<file path="config.mk">
export PLATFORM = sky130hd
export DESIGN_NAME = mfm_sync_track_decoder_sum_check
export DESIGN_NICKNAME = d
export VERILOG_FILES = /design/src/hdl/mfmsd_pkg.sv /design/src/hdl/mfm_sync_track_decoder_sum_check.sv /design/src/hdl/mfmsd_front.sv /design/src/hdl/mfmsd_fifo.sv /design/src/hdl/mfmsd_back.sv
export SDC_FILE = /design/constraint.sdc
export NUM_CORES = 1
export LEC_CHECK = 0
export BUFFER_PORTS_ARGS = -buffer_cell sky130_fd_sc_hd__clkbuf_2
export CORE_ASPECT_RATIO = 2
export CORE_MARGIN = 1
export CORE_UTILIZATION = 50
export DETAILED_ROUTE_END_ITERATION = 10
export PLACE_DENSITY_LB_ADDON = 0.25
export SLEW_MARGIN = 5
export SYNTH_ARGS = -nofsm -noshare
export SYNTH_HDL_FRONTEND = slang
export SYNTH_HIERARCHICAL = 1
export SYNTH_SLANG_ARGS = --single-unit
</file>
<file path="constraint.sdc">
create_clock -name clk -period 4.68 [get_ports clk]
set_input_delay 0.468 -clock clk [delete_from_list [all_inputs] [get_ports clk]]
set_output_delay 0.468 -clock clk [all_outputs]
set_load 0.02 [all_outputs]
</file>
<file path="src/hdl/mfmsd_pkg.sv">
`timescale 1ns / 1ps
`default_nettype none
package mfmsd_pkg;

  localparam int unsigned MAX_LONGS_DEF = 4096;
  localparam int unsigned QUEUE_DEPTH   = 4;

  localparam logic [15:0] SYNC_RESET     = 16'h6cb1;
  localparam logic [31:0] EXP_SUM_RESET  = 32'h28f53cb9;
  localparam logic [12:0] LONGS_RESET    = 13'd1536;
  localparam logic [31:0] ODD_MASK       = 32'h55555555;

  // configuration register indexes
  localparam logic [1:0] REG_SYNC_PATTERN    = 2'd0;
  localparam logic [1:0] REG_EXPECTED_SUM    = 2'd1;
  localparam logic [1:0] REG_LONGS_PER_TRACK = 2'd2;

  // result kinds
  localparam logic KIND_WORD = 1'b0;
  localparam logic KIND_END  = 1'b1;

  typedef struct packed {
    logic raw_bit;
    logic stream_end;
  } in_t;

  typedef struct packed {
    logic        kind;
    logic [31:0] data_word;
    logic [11:0] word_index;
    logic        last_word;
    logic        checksum_ok;
  } out_t;

  // request passed from the bit front end to the summing back end
  typedef struct packed {
    logic        kind;
    logic [31:0] data_word;
    logic [11:0] word_index;
    logic        last_word;
  } job_t;

endpackage
`default_nettype wire

</file>
<file path="src/hdl/mfm_sync_track_decoder_sum_check.sv">
// MFM track decoder with sync hunt and additive checksum.
// bit channel: one raw MFM bit (or an end-of-stream marker) per request,
//   taken when bit_valid is high and bit_stall is low.
// word channel: one decoded longword or end report per request, taken
//   when word_valid is high and word_stall is low.
// cfg channel: register index and data, written when cfg_valid and
//   cfg_ready are both high; cfg_ready is always high. Index 0 sync word,
//   1 expected sum, 2 longwords per track; other indexes are ignored.
// Throughput: one bit per cycle while bit_stall is low. A result is registered in
//   the queue, then in the output register, after the bit that completes it is taken.
// A four-entry request queue sits between the bit front end and the summing
//   back end; bit_stall rises only when that queue is full, which needs
//   word_stall held while four more requests arrive behind the held result.
// Reset (rst, synchronous) restores register defaults, clears the sync
//   window, the track state, the running sum and the queue.
// While word_stall is high the current result holds and the front end
//   keeps absorbing bits until the queue fills.
`timescale 1ns / 1ps
`default_nettype none
module mfm_sync_track_decoder_sum_check #(
  parameter int unsigned MAX_LONGS = mfmsd_pkg::MAX_LONGS_DEF
) (
  input  wire logic           clk,
  input  wire logic           rst,
  input  wire logic           bit_valid,
  input  wire mfmsd_pkg::in_t bit_data,
  output logic                bit_stall,
  output logic                word_valid,
  output mfmsd_pkg::out_t     word_data,
  input  wire logic           word_stall,
  input  wire logic           cfg_valid,
  output logic                cfg_ready,
  input  wire logic [1:0]     cfg_index,
  input  wire logic [31:0]    cfg_data
);

  logic [15:0] sync_pattern;
  logic [31:0] expected_sum;
  logic [12:0] longs_per_track;

  logic            accept;
  logic            push;
  logic            pop;
  logic            full;
  logic            empty;
  mfmsd_pkg::job_t wr_job;
  mfmsd_pkg::job_t rd_job;

  assign cfg_ready = 1'b1;
  assign bit_stall = full;
  assign accept    = bit_valid && !bit_stall;

  always_ff @(posedge clk) begin
    if (rst) begin
      sync_pattern    <= mfmsd_pkg::SYNC_RESET;
      expected_sum    <= mfmsd_pkg::EXP_SUM_RESET;
      longs_per_track <= mfmsd_pkg::LONGS_RESET;
    end else if (cfg_valid && cfg_ready) begin
      case (cfg_index)
        mfmsd_pkg::REG_SYNC_PATTERN:    sync_pattern    <= cfg_data[15:0];
        mfmsd_pkg::REG_EXPECTED_SUM:    expected_sum    <= cfg_data;
        mfmsd_pkg::REG_LONGS_PER_TRACK: longs_per_track <= cfg_data[12:0];
        default: ;
      endcase
    end
  end

  mfmsd_front #(
    .MAX_LONGS(MAX_LONGS)
  ) u_front (
    .clk             (clk),
    .rst             (rst),
    .accept          (accept),
    .bit_in          (bit_data),
    .sync_pattern    (sync_pattern),
    .longs_per_track (longs_per_track),
    .push            (push),
    .job             (wr_job)
  );

  mfmsd_fifo #(
    .DEPTH(mfmsd_pkg::QUEUE_DEPTH)
  ) u_fifo (
    .clk    (clk),
    .rst    (rst),
    .push   (push),
    .wr_job (wr_job),
    .pop    (pop),
    .rd_job (rd_job),
    .full   (full),
    .empty  (empty)
  );

  mfmsd_back u_back (
    .clk          (clk),
    .rst          (rst),
    .job_avail    (!empty),
    .job          (rd_job),
    .pop          (pop),
    .expected_sum (expected_sum),
    .out_valid    (word_valid),
    .out_data     (word_data),
    .out_stall    (word_stall)
  );

endmodule
`default_nettype wire

</file>
<file path="src/hdl/mfmsd_front.sv">
`timescale 1ns / 1ps
`default_nettype none
module mfmsd_front #(
  parameter int unsigned MAX_LONGS = mfmsd_pkg::MAX_LONGS_DEF
) (
  input  wire logic           clk,
  input  wire logic           rst,
  input  wire logic           accept,
  input  wire mfmsd_pkg::in_t bit_in,
  input  wire logic [15:0]    sync_pattern,
  input  wire logic [12:0]    longs_per_track,
  output logic                push,
  output mfmsd_pkg::job_t     job
);

  localparam int unsigned CNT_W = (MAX_LONGS > 1) ? $clog2(MAX_LONGS) : 1;
  localparam int unsigned LIM_W = ($clog2(MAX_LONGS + 1) > 13) ? $clog2(MAX_LONGS + 1) : 13;
  localparam int unsigned IDX_W = (CNT_W > 12) ? CNT_W : 12;

  logic [15:0]      sync_window;
  logic             collecting;
  logic [5:0]       bit_position;
  logic [CNT_W-1:0] count;
  logic [31:0]      even_half;
  logic [31:0]      odd_half;

  logic [15:0]      window_next;
  logic [31:0]      odd_next;
  logic [LIM_W-1:0] lpt_ext;
  logic [LIM_W-1:0] limit;
  logic             last;
  logic             word_done;
  logic [IDX_W-1:0] count_ext;

  always_comb begin
    window_next = {sync_window[14:0], bit_in.raw_bit};
    odd_next    = {odd_half[30:0], bit_in.raw_bit};
    lpt_ext     = LIM_W'(longs_per_track);
    if (lpt_ext == '0) begin
      limit = LIM_W'(1);
    end else if (lpt_ext > LIM_W'(MAX_LONGS)) begin
      limit = LIM_W'(MAX_LONGS);
    end else begin
      limit = lpt_ext;
    end
    last      = (LIM_W'(count) + LIM_W'(1)) >= limit;
    word_done = collecting && (bit_position == 6'd63);
    count_ext = IDX_W'(count);

    push = accept && (bit_in.stream_end || word_done);
    if (bit_in.stream_end) begin
      job = '{kind: mfmsd_pkg::KIND_END, data_word: '0, word_index: '0, last_word: 1'b0};
    end else begin
      job.kind       = mfmsd_pkg::KIND_WORD;
      job.data_word  = ((even_half & mfmsd_pkg::ODD_MASK) << 1) |
                       (odd_next & mfmsd_pkg::ODD_MASK);
      job.word_index = count_ext[11:0];
      job.last_word  = last;
    end
  end

  always_ff @(posedge clk) begin
    if (rst) begin
      sync_window  <= '0;
      collecting   <= 1'b0;
      bit_position <= '0;
      count        <= '0;
    end else if (accept) begin
      if (bit_in.stream_end) begin
        sync_window  <= '0;
        collecting   <= 1'b0;
        bit_position <= '0;
        count        <= '0;
      end else begin
        sync_window <= window_next;
        if (!collecting) begin
          if (window_next == sync_pattern) begin
            collecting   <= 1'b1;
            bit_position <= '0;
            count        <= '0;
          end
        end else if (!word_done) begin
          bit_position <= bit_position + 6'd1;
        end else if (last) begin
          collecting   <= 1'b0;
          bit_position <= '0;
          count        <= '0;
        end else begin
          bit_position <= '0;
          count        <= count + CNT_W'(1);
        end
      end
    end
  end

  // halves are fully refilled by 32 shifts each, so they need no clearing
  always_ff @(posedge clk) begin
    if (accept && !bit_in.stream_end && collecting) begin
      if (!bit_position[5]) begin
        even_half <= {even_half[30:0], bit_in.raw_bit};
      end else begin
        odd_half <= odd_next;
      end
    end
  end

endmodule
`default_nettype wire

</file>
<file path="src/hdl/mfmsd_fifo.sv">
`timescale 1ns / 1ps
`default_nettype none
module mfmsd_fifo #(
  parameter int unsigned DEPTH = mfmsd_pkg::QUEUE_DEPTH
) (
  input  wire logic            clk,
  input  wire logic            rst,
  input  wire logic            push,
  input  wire mfmsd_pkg::job_t wr_job,
  input  wire logic            pop,
  output mfmsd_pkg::job_t      rd_job,
  output logic                 full,
  output logic                 empty
);

  localparam int unsigned PTR_W = (DEPTH > 1) ? $clog2(DEPTH) : 1;
  localparam int unsigned CNT_W = $clog2(DEPTH + 1);

  mfmsd_pkg::job_t  entries [DEPTH];
  logic [PTR_W-1:0] wr_ptr;
  logic [PTR_W-1:0] rd_ptr;
  logic [CNT_W-1:0] count;

  assign full   = (count == CNT_W'(DEPTH));
  assign empty  = (count == '0);
  assign rd_job = entries[rd_ptr];

  always_ff @(posedge clk) begin
    if (rst) begin
      wr_ptr <= '0;
      rd_ptr <= '0;
      count  <= '0;
    end else begin
      if (push) begin
        wr_ptr <= (wr_ptr == PTR_W'(DEPTH - 1)) ? '0 : wr_ptr + PTR_W'(1);
      end
      if (pop) begin
        rd_ptr <= (rd_ptr == PTR_W'(DEPTH - 1)) ? '0 : rd_ptr + PTR_W'(1);
      end
      if (push && !pop) begin
        count <= count + CNT_W'(1);
      end else if (pop && !push) begin
        count <= count - CNT_W'(1);
      end
    end
  end

  always_ff @(posedge clk) begin
    if (push) begin
      entries[wr_ptr] <= wr_job;
    end
  end

  a_no_overflow: assert property (@(posedge clk) disable iff (rst) push |-> !full)
    else $error("request queue overflow");
  a_no_underflow: assert property (@(posedge clk) disable iff (rst) pop |-> !empty)
    else $error("request queue underflow");
  a_count_up: assert property (@(posedge clk) disable iff (rst)
      (push && !pop) |=> count == $past(count) + CNT_W'(1))
    else $error("queue count did not rise");
  a_count_down: assert property (@(posedge clk) disable iff (rst)
      (pop && !push) |=> count == $past(count) - CNT_W'(1))
    else $error("queue count did not fall");

endmodule
`default_nettype wire

</file>
<file path="src/hdl/mfmsd_back.sv">
`timescale 1ns / 1ps
`default_nettype none
module mfmsd_back (
  input  wire logic            clk,
  input  wire logic            rst,
  input  wire logic            job_avail,
  input  wire mfmsd_pkg::job_t job,
  output logic                 pop,
  input  wire logic [31:0]     expected_sum,
  output logic                 out_valid,
  output mfmsd_pkg::out_t      out_data,
  input  wire logic            out_stall
);

  logic [31:0] running_sum;
  logic [31:0] sum_next;

  assign pop      = job_avail && (!out_valid || !out_stall);
  assign sum_next = running_sum + job.data_word;

  always_ff @(posedge clk) begin
    if (rst) begin
      out_valid   <= 1'b0;
      running_sum <= '0;
    end else begin
      if (pop) begin
        out_valid <= 1'b1;
      end else if (!out_stall) begin
        out_valid <= 1'b0;
      end
      if (pop) begin
        if (job.kind == mfmsd_pkg::KIND_END || job.last_word) begin
          running_sum <= '0;
        end else begin
          running_sum <= sum_next;
        end
      end
    end
  end

  always_ff @(posedge clk) begin
    if (pop) begin
      if (job.kind == mfmsd_pkg::KIND_END) begin
        out_data <= '{kind: mfmsd_pkg::KIND_END, data_word: '0, word_index: '0,
                      last_word: 1'b0, checksum_ok: 1'b0};
      end else begin
        out_data.kind        <= mfmsd_pkg::KIND_WORD;
        out_data.data_word   <= job.data_word;
        out_data.word_index  <= job.word_index;
        out_data.last_word   <= job.last_word;
        out_data.checksum_ok <= job.last_word && (sum_next == expected_sum);
      end
    end
  end

endmodule
`default_nettype wire

</file>
==> metrics <==
antenna-violating nets left=0; worst vdd ir=0.0004536 V; remaining global-route overflow=0; post-route cell area=0.02178 sq mm; Placeable Area=0.03804 sq mm; Syn Std Cell Area=0.01937 sq mm; ys flop type=edfxtp_1; top sig layer=met4; CP Capture Type=flop; combinational group share of total power=36.3%; WS Path Type=flop to flop; Seq pwr share=38.0%; Root Buffer=clkbuf_16; mux share of post-synthesis cell area=9.203%; met3 wire len=1411 um; hold path depth=3; Worst Max-Slew Pin Slew=869.1 ps; total power=12,370 uW; maximum capacitance violations=0; Layout Utilization=57.26%; Post-Syn Area per Cell=13.00 sq um; Worst Path Buf+Inv=1; DR WL met2=27,090 um; sequential fraction of the synthesis area=59.42%; routed via count=12,070; fraction of layout cells with a size suffix above 1=17.38%; Post-synth EDFFs=292; Worst Hold End=expected_sum[19]; Syn Inst Count=1,490; clk_skew=20.57 ps; Distinct cells, synth=84; Synth Warn #=6; drt total wl=48,050 um; period utilization=95.95%; TritonRoute pass-1 iters=5; Max Slew Vio Count=0; routed length per instance=22.54 um; fmax=222.7 MHz; Synth Area in XOR/XNOR=4.437%; Via-to-Cell Ratio=5.661; Switching Power=4325 uW; HPWL after DPL=34,040 um; final non-filler cell total=2,132; H-tree levels=2; initial antenna violation count=0; Starting Density=50.93%; Relative slew margins=42.06%; row count=101; CTS tree=done; gp weighted congestion=0.9384; fin nets=1,683; Post-Synth Adder-Cell Area=3.565%; CP Data Arrival Time=4870 ps; Slowest cell on crit path=mux4_2; main combinational cell family by area after synthesis=simple AND/OR/NAND/NOR gates; clk sink count=429; #FFs+latches synth=429; Setup-failing EPs final=0; Final Hold Fails=0; Die Width=141.2 um; Crit path largest cell delay=610 ps; leakage=0.007893 uW; Worst R2R Setup Slack=190 ps; final hold slack=156.5 ps; Min Clock Period, post-route=4491 ps; post-synthesis compound-gate area fraction=7.550%; die area=0.03959 sq mm; largest fanout on the critical path=5; clk_lat worst skew=560 ps; n_diodes=0; Sw Share=34.97%; Int Pwr=8044 uW; total CTS buffers=37; IO Pins=91; Post-synth ARST share=0%; Simple-Gate Fraction of Synth Area=13.00%; largest net degree at the start of global routing=97; critical hold path startpoint=cfg_data[19]; vias in the first global route=12,480; first-pass GRT wire length=72,780 um; Critical Path Source Type=flop; Post-DP Area=0.02044 sq mm; CP cell instances=buf_4 -> mux4_2 -> ha_1 -> or2_1 -> o221a_4 -> o31a_1 -> o41ai_4 -> a21oi_1 -> xnor2_1 -> and3_1 -> nand4_1 -> or4_1 -> nor4_2; reg2reg end=u_back/out_data[0]; area grow syn2layout=12.42%; initial drt markers=745; Placed Cells=2,062; Req. time, crit path=5060 ps; status=completed; Longest Clk Path Bufs=3; clk slew on worst S/H paths=70 ps; met1 wire length=16,720 um; die height=280.4 um; FF-to-FF path depth=13; CP delay by family, top=compound AO/OA/AOI/OAI gates; Net Count, Synth=1,585; Post-route DRC=0; PD cells=567.9 mW/mm^2; GR Util All Layers=25.02%; Fill cells=3,115; clock power share=25.7%; IO Port Bufs=89; worst min-delay path class=primary input to flop
-- flip-flops by register name (all words and copies together), names as in the netlist, 2 cells and up, named ones only --
name,cells
u_front/sync_window,15
u_front/even_half,31
expected_sum,32
sync_pattern,16
u_back/out_data,47
u_front/count,12
longs_per_track,13
u_front/bit_position,6
u_back/running_sum,32
u_fifo/wr_ptr,2
u_fifo/count,3
u_front/odd_half,30
u_fifo/rd_ptr,2
u_fifo/entries,184
-- synthesized netlist by cell type (all sizes together) (6+ instances only) --
master  instances  area share, %
edfxtp        292             45
nor2          139            2.7
a211oi          7           0.30
dfxtp         137             14
nand4b          7           0.32
ha             52            3.4
a31oi           8           0.29
nor3           10           0.26
inv            27           0.52
nor2b          87            2.8
a21oi          66            1.7
nor4           12           0.48
o211ai         12           0.47
a22oi          30            1.2
buf            29            1.3
and2            6           0.19
mux4           46            5.5
nand2          57            1.1
and3           16           0.52
xnor2          42            1.9
nand3          30           0.77
nand4          28           0.94
or2             6           0.19
mux2i          69            3.6
nand2b         62            2.0
o21ai          33           0.87
a21o            6           0.23
clkbuf         51           0.99
xor2           43            1.9
-- worst max-delay path by stage --
| stage | endpoint | cells past startpoint |
|---|---|---|
| floorplan | u_back/out_data[0] | 16 |
| global placement | u_back/out_data[0] | 13 |
| detailed placement | u_back/out_data[0] | 13 |
| CTS | u_back/out_data[0] | 13 |
| global route | u_back/out_data[0] | 15 |
| finish | u_back/out_data[0] | 13 |
-- metal layers --
metal	global-route usage, %	vias to the layer above
met5	0	-
met4	14.74	0
met3	2.936	113
met2	48.67	271
met1	24.97	5984
li1	-	5702
-- cell usage in the layout (no fill, tap or decap), types with 5 or more instances in the layout --
cell type | netlist | routed
mux4_2 | 40 | 41
mux2i_1 | 69 | 69
nor3_1 | 10 | 9
and3_1 | 16 | 16
a31oi_1 | 7 | 7
nor3b_1 | 5 | 5
mux4_1 | 6 | 5
xnor2_1 | 42 | 40
a21o_1 | 6 | 6
buf_4 | 3 | 48
nor2_1 | 139 | 138
edfxtp_1 | 292 | 292
nand2_1 | 57 | 57
clkbuf_16 | 0 | 38
clkbuf_1 | 50 | 10
ha_1 | 52 | 49
dfxtp_1 | 137 | 135
o211ai_1 | 12 | 12
nor4_2 | 3 | 5
nand4_1 | 27 | 27
a22oi_1 | 30 | 30
nand3_1 | 30 | 30
clkbuf_8 | 0 | 6
xor2_1 | 43 | 43
a311oi_1 | 5 | 5
a21oi_1 | 65 | 64
nand4b_1 | 7 | 7
inv_1 | 27 | 26
nand2b_1 | 62 | 62
nor4_1 | 9 | 7
o21ai_0 | 30 | 29
clkbuf_2 | 1 | 88
nor2b_1 | 87 | 86
-- final cells by class --
cell class	instances	area [sq um]	share of cell area, %
clock inverters	14	183.9	0.8445
inverters	29	108.9	0.4998
well taps	515	644.4	2.959
multi-input cells	952	7397	33.96
clock buffers	54	1071	4.918
flip-flops and latches	429	11510	52.86
repair buffers	139	860.8	3.952
-- through the flow --
stage / TNS, ps / worst slack [ps]
floorplan: 0 / 583.7
global placement: 0 / 210.3
detailed placement: 0 / 76.91
CTS: 0 / 42.73
global route: -0.1528 / -0.1528
finish: 0 / 189.5
-- power groups by stage --
stage / Sequential (uW) / Combinational, uW / Clock [uW]
5_1_grt: 4750 / 4810 / 3370
4_1_cts: 4710 / 4460 / 3240
3_5_place_dp: 4790 / 4440 / 0
6_report: 4710 / 4490 / 3170
3_3_place_gp: 4780 / 4430 / 0
2_1_floorplan: 5030 / 2700 / 0
-- worst register-to-register path, cell delays in order, from the launching register on --
cell and delay, ps:
dfxtp_2 350, buf_4 160, mux4_2 610, ha_1 290, or2_1 250, o221a_4 250, o31a_1 290, o41ai_4 580
a21oi_1 270, xnor2_1 280, and3_1 190, nand4_1 70, or4_1 430, nor4_2 290
-- kinds of logic (layout without fill, tap and decap cells) --
logic type | Yosys count | count (layout)
and+or+nand+nor | 478 | 478
DFF | 429 | 429
AOI/OAI and AO/OA | 211 | 211
muxes | 118 | 118
buffers and inverters | 109 | 236
xor gates and xnor gates | 90 | 90
adders and majority gates | 54 | 54
other | 1 | 1
-- timing repair --
action | in CTS | in global routing
hold buffers | 0 | 0
hold endpoints to repair | 0 | 0
endpoints found under the setup margin | 0 | 1
resized for setup | 0 | 14
buffers inserted | 0 | 2
No activity file was read; power rests on OpenSTA's default activity.
